==> src/design/allm_pkg.sv <==
// Shared types, codes and widths of the array linked list manager.
package allm_pkg;

  // Fixed field widths of the request and result ports
  localparam int unsigned ACTION_W   = 3;
  localparam int unsigned DATA_W     = 64;
  localparam int unsigned POS_W      = 16;
  localparam int unsigned STATUS_W   = 2;
  localparam int unsigned SLOT_OUT_W = 8;

  // Request action codes
  localparam logic [ACTION_W-1:0] ACT_HEAD   = 3'd0;
  localparam logic [ACTION_W-1:0] ACT_TAIL   = 3'd1;
  localparam logic [ACTION_W-1:0] ACT_AFTER  = 3'd2;
  localparam logic [ACTION_W-1:0] ACT_BEFORE = 3'd3;
  localparam logic [ACTION_W-1:0] ACT_DELETE = 3'd4;

  // Result status codes
  localparam logic [STATUS_W-1:0] STATUS_OK    = 2'd0;
  localparam logic [STATUS_W-1:0] STATUS_RANGE = 2'd1;
  localparam logic [STATUS_W-1:0] STATUS_EMPTY = 2'd2;
  localparam logic [STATUS_W-1:0] STATUS_FULL  = 2'd3;

  // Controller states
  typedef enum logic [2:0] {
    ST_CLEAR,
    ST_IDLE,
    ST_READ,
    ST_CHECK,
    ST_WRITE1,
    ST_WRITE2,
    ST_FINISH
  } ctrl_state_e;

  // Decoded kind of the request in flight
  typedef enum logic [3:0] {
    K_NOP,
    K_FULL,
    K_RANGE,
    K_EMPTY,
    K_HEAD,
    K_TAIL,
    K_AFTER,
    K_BEFORE,
    K_DEL
  } kind_e;

  // Controller to datapath commands
  typedef struct packed {
    logic clear_wr;
    logic latch_req;
    logic rd_en;
    logic resolve;
    logic write1;
    logic write2;
    logic load_out;
  } cmd_t;

  // Datapath to controller status
  typedef struct packed {
    logic  clear_last;
    kind_e kind;
  } stat_t;

endpackage

==> src/design/allm_ctrl.sv <==
// Sequencing state machine of the array linked list manager.
module allm_ctrl (
  input  logic             clk_i,
  input  logic             rst_ni,
  input  logic             in_valid_i,
  output logic             in_ready_o,
  output logic             out_valid_o,
  input  logic             out_ready_i,
  input  allm_pkg::stat_t  stat_i,
  output allm_pkg::cmd_t   cmd_o
);

  allm_pkg::ctrl_state_e state_q, state_d;
  logic                  out_valid_q, out_valid_d;

  // Next state
  always_comb begin
    state_d = state_q;
    case (state_q)
      allm_pkg::ST_CLEAR: begin
        if (stat_i.clear_last) state_d = allm_pkg::ST_IDLE;
      end
      allm_pkg::ST_IDLE: begin
        if (in_valid_i) state_d = allm_pkg::ST_READ;
      end
      allm_pkg::ST_READ: begin
        if (stat_i.kind inside {allm_pkg::K_NOP, allm_pkg::K_FULL,
                                allm_pkg::K_RANGE, allm_pkg::K_EMPTY}) begin
          state_d = allm_pkg::ST_FINISH;
        end else if (stat_i.kind == allm_pkg::K_BEFORE) begin
          state_d = allm_pkg::ST_CHECK;
        end else begin
          state_d = allm_pkg::ST_WRITE1;
        end
      end
      allm_pkg::ST_CHECK:  state_d = allm_pkg::ST_READ;
      allm_pkg::ST_WRITE1: state_d = allm_pkg::ST_WRITE2;
      allm_pkg::ST_WRITE2: state_d = allm_pkg::ST_FINISH;
      allm_pkg::ST_FINISH: begin
        if (!out_valid_q || out_ready_i) state_d = allm_pkg::ST_IDLE;
      end
      default: state_d = allm_pkg::ST_CLEAR;
    endcase
  end

  // Commands per state
  always_comb begin
    cmd_o      = '0;
    in_ready_o = 1'b0;
    case (state_q)
      allm_pkg::ST_CLEAR:  cmd_o.clear_wr = 1'b1;
      allm_pkg::ST_IDLE: begin
        in_ready_o      = 1'b1;
        cmd_o.latch_req = in_valid_i;
      end
      allm_pkg::ST_READ:   cmd_o.rd_en   = 1'b1;
      allm_pkg::ST_CHECK:  cmd_o.resolve = 1'b1;
      allm_pkg::ST_WRITE1: cmd_o.write1  = 1'b1;
      allm_pkg::ST_WRITE2: cmd_o.write2  = 1'b1;
      allm_pkg::ST_FINISH: cmd_o.load_out = !out_valid_q || out_ready_i;
      default: ;
    endcase
  end

  // Hold the result valid until it is taken; a new load keeps it high
  always_comb begin
    out_valid_d = out_valid_q;
    if (cmd_o.load_out) begin
      out_valid_d = 1'b1;
    end else if (out_ready_i) begin
      out_valid_d = 1'b0;
    end
  end

  always_ff @(posedge clk_i or negedge rst_ni) begin
    if (!rst_ni) begin
      state_q     <= allm_pkg::ST_CLEAR;
      out_valid_q <= 1'b0;
    end else begin
      state_q     <= state_d;
      out_valid_q <= out_valid_d;
    end
  end

  assign out_valid_o = out_valid_q;

`ifndef SYNTH
  // An accepted request always starts with a read of the slot memories
  a_accept_reads: assert property (@(posedge clk_i) disable iff (!rst_ni)
    (state_q == allm_pkg::ST_IDLE && in_valid_i) |=> state_q == allm_pkg::ST_READ)
    else $error("accepted request did not move to the read step");

  // A finished result waits while the output register is still occupied
  a_finish_waits: assert property (@(posedge clk_i) disable iff (!rst_ni)
    (state_q == allm_pkg::ST_FINISH && out_valid_q && !out_ready_i)
      |=> (state_q == allm_pkg::ST_FINISH && out_valid_q))
    else $error("result overwrote an untaken output");
`endif

endmodule

==> config.mk <==
export PLATFORM = sky130hd
export DESIGN_NAME = allm_ctrl
export DESIGN_NICKNAME = d
export VERILOG_FILES = /design/src/design/allm_pkg.sv /design/src/design/allm_ctrl.sv
export SDC_FILE = /design/constraint.sdc
export NUM_CORES = 1
export LEC_CHECK = 0
export ABC_AREA = 0
export BUFFER_PORTS_ARGS = -buffer_cell sky130_fd_sc_hd__buf_4
export CORE_AREA = 5 5 42 44
export CTS_BUF_LIST = sky130_fd_sc_hd__clkbuf_16
export CTS_CLUSTER_DIAMETER = 80
export CTS_CLUSTER_SIZE = 28
export DETAILED_ROUTE_END_ITERATION = 8
export DIE_AREA = 0 0 47 49
export PLACE_DENSITY = 0.48
export SLEW_MARGIN = 20
export SYNTH_ARGS = -nofsm -noshare
export SYNTH_HDL_FRONTEND = slang
export SYNTH_SLANG_ARGS = --single-unit
==> constraint.sdc <==
create_clock -name clk_i -period 1.45 [get_ports clk_i]
set_input_delay 0.29 -clock clk_i [delete_from_list [all_inputs] [get_ports clk_i]]
set_output_delay 0.29 -clock clk_i [all_outputs]
set_load 0.05 [all_outputs]
### Word-level counts from Yosys, hierarchy flattened

Cells that the tools add are included.

* reduce and logical (&&, ||, !) cells: 7
* multiplexer cells: 16
* eq/ne operators: 13

Operators by type and width (number)
* 3-bit one-hot mux with 7 select lines: 1
* 3-bit two-way mux: 5
* 1-bit two-way mux: 10
* 3-bit equality test (second input constant): 3
* 4-bit by 2-bit equality test with 1-bit output (second input constant): 2
* 3-bit by 2-bit equality test with 1-bit output (second input constant): 2
* 2-bit != test (second input constant): 3
* 4-bit by 1-bit equality test with 1-bit output (second input constant): 1
* 4-bit by 3-bit equality test with 1-bit output (second input constant): 1
* 4-bit logical NOT: 1
* 4-bit nonzero test: 1
* 3-bit by 1-bit equality test with 1-bit output (second input constant): 1
* 3-bit logical NOT: 1
* 3-bit AND reduction: 1
* 2-bit nonzero test: 1
* 1-bit logical NOT: 1
* 1-bit logical OR: 1

* input bits: 9
* output and inout bits: 9
* logic and storage cells: 38
* bits in registers: 4

### Logic depth before layout (Yosys ltp)

* word-level depth: 4
* mapped depth: 5
* depth with buffers taken out: 3

### Least setup slack after synthesis

OpenSTA, ideal clock, no wires.

* path kind: flip-flop to output port
* from: reg state_q[2]
* to: out cmd_o[5] in the netlist's numbering
* slack: -1102 ps
* cell stages (with the launch flop): 4
* required time: 1160 ps
* arrival time: 2262 ps
* buffers on the path: 1
* cell sequence: dfrtp_1 > buf_2 > nor3_1 > and2_1

RTL lines
* from (decl): line allm_ctrl.sv:13 `allm_pkg::ctrl_state_e state_q, state_d;`
* from (signal assigned): line allm_ctrl.sv:77 `state_q <= allm_pkg::ST_CLEAR;`
* from (signal assigned): line allm_ctrl.sv:80 `state_q <= state_d;`
* to (decl): line allm_ctrl.sv:10 `output allm_pkg::cmd_t cmd_o`

==> results.ini <==
[clock_tree]
clock-sinks = 4
clkLatencyLatePin_ps = 230
clk_pin_slew_ps = 30
cts-root-buf = clkbuf_16
cts.htree.levels = 1
cts_buffers = 3
clock_path_buffers = 2
cts_tree = done

[sta]
setup_viol = 5
slew_violations = 0
relSlewSlack_pct = 82.0
layout_min_cycle_time_ps = 1480
fin_setup_tns_ps = -99.0
max_freq_mhz = 675
clock_skew_ps = 0.691
worst_slack_ps = -31.3
worstMarginPinSlew_ps = 270
rsz0062_at_grt = true
final_hold_viol_count = 0
holdWs_ps = 377
period_share_pct = 102

[global_routing]
grt_pass1_wl_mm = 1.84
grt_pass1_vias = 447
globalRouteTotalUtil_pct = 11.6
grt_antenna_before_repair = 0
grt_remaining_overflow = 0
grt_max_degree = 11

[logic_synthesis]
synth_nets = 47
ys.warnings.count = 0
synth-edff-count = 0
netlist.area_leader.share_pct = 32.4
ys_types = 22
synth_cells = 38
ys_seq_area_share_pct = 32.4
synth_common_cells = 4 x dfrtp_1, 4 x nor2_1, 3 x nand2_1, 3 x nor3b_1
synthArstFlopShare_pct = 100
ys_ff_latch = 4
syn_area_sq_um = 309
dominantRegCellSynth = dfrtp_1
synthTopCellsByArea = dfrtp_1 32%, nor3b_1 7.3%, nand4b_1 5.7%, buf_4 4.9%, nor2_1 4.9%
synth_area_leader_cell = dfrtp_1
syn_avg_cell_area_sq_um = 8.13

[final_layout]
layout-drive-gt1-share_pct = 67.7
fillers = 134
finalNonFillerCells = 81
final_nets = 76
diodes = 0
syn_to_final_growth_pct = 130
utilization_pct = 50.6

[floorplanning]
num_io_pins = 18
row_count = 14
die_area_sq_um = 2300
die_w_um = 47
core-area_sq_um = 1400
initial_core_util_pct = 22.1
die_h_um = 49

[setup_path]
crit_chain = buf_6, nor3b_2, buf_6
worst_setup_path_start_kind = register
worstPathRequired_ps = 1160
setup.worst_path.end_class = primary output
timing.critical_path.fanout_max = 5
critPathMostFrequentCell = buf_6
critPathSlowestCell = dfrtp_2
cp.arrival_ps = 1190
slowest_delay_ps = 450
critPathKind = reg2out

[detailed_routing]
drt_iter0_markers = 6
vias_per_cell = 5.05
first_pass_iters = 5
ant_nets = 0
drcViolationCount = 0
dr_total_vias = 409
wl_mm = 1.13
routedWlPerCell_um = 14.0

[pwr]
ir_drop_uv = 1360
leakagePower_nw = 0.323
power_density_nw_per_um2 = 2740

[hold_path]
holdCritPathClass = in2reg

[placed_design]
post-place-cells = 69
place_hpwl_um = 657
post-place-ws_ps = 37.7
io_buffers = 17
place.gp.congestion = 0.622

[run]
cap_violations = 0

[status]
violations = setup timing
outcome = finished, violations left

power breakdown:
part           internal (mW)  leakage [nW]  switching, mW
clock network          0.352        0.0370         0.0781
registers              0.168        0.0481         0.0674
logic                  0.558         0.238          0.722
placed cells by master, fill, tap and decap left out, types with 2 or more instances in the layout:
cell type,n
nor2_2,2
nor3_4,2
nor3b_4,2
clkbuf_16,3
nor2b_1,2
buf_4,15
dfrtp_2,2
nand4b_1,2
nand2_1,2
dfrtp_1,2
buf_6,10
nor2_1,2
o21ai_0,2
final cells by class:
type,instances,area (sq um),area share (%)
Inverter,1,6.26,0.882
Multi-Input combinational cell,29,250,35.3
Sequential cell,4,103,14.5
Clock buffer,3,75.1,10.6
Tap cell,16,20.0,2.82
Timing Repair Buffer,28,255,36.0
metal layers:
layer	global-route usage, %	share of wire, %	wire (um)	vias to the layer above
li1	-	-	-	191
met1	12.3	40	457	190
met2	16.1	49	560	24
met3	4.06	5.5	62	4
met4	12.4	4.8	54	0
met5	0	0	0	-
worst paths after layout:
| path | slack, ps | depth (start not counted) | from | end |
|---|---|---|---|---|
| max in group asynchronous | 940 | 2 | rst_ni | state_q[2]$_DFFE_PN0P_ |
| min in group asynchronous | 400 | 2 | rst_ni | state_q[1]$_DFFE_PN0P_ |
| max | -30 | 3 | state_q[1]$_DFFE_PN0P_ | cmd_o[1] |
| min | 380 | 3 | out_ready_i | out_valid_o$_DFFE_PN0P_ |
| max reg2reg | 110 | 5 | state_q[1]$_DFFE_PN0P_ | state_q[0]$_DFFE_PN0P_ |
| min reg2reg | 580 | 2 | out_valid_o$_DFFE_PN0P_ | out_valid_o$_DFFE_PN0P_ |
what timing repair did:
| item | 4_1_cts | 5_1_grt |
|---|---|---|
| resized for setup | 11 | 11 |
| hold buffers | 1 | 0 |
| setup endpoints to repair | 8 | 9 |
| pin swaps | 2 | 5 |
| buffers inserted | 6 | 3 |
| endpoints found under the hold margin | 4 | 0 |
| gates cloned | 0 | 0 |
cells by family after synthesis:
| logic type | after synthesis | synth area share (%) |
|---|---|---|
| mux | 1 | 3.64 |
| buf+inv | 5 | 9.31 |
| simple gates | 20 | 36.4 |
| compound gates | 8 | 18.2 |
| flops | 4 | 32.4 |
worst max-delay path, delay by kind of cell, from the launching register on:
| kind | cells | cell delay (ps) |
|---|---|---|
| DFF | 1 | 450 |
| and+or+nand+nor | 1 | 180 |
| buffers and inverters | 2 | 340 |
per-stage QoR:
stage	total power [mW]	area [sq um]
global placement	1.16	483
floorplan	0.946	352
detailed placement	1.15	483
finish	1.95	709
CTS	1.78	652
global route	2.05	709
sequential cells by signal, indices dropped and copies added (netlist names):
name,cells
state_q,3
out_valid_o,1
(Power assumes the default switching activity.)
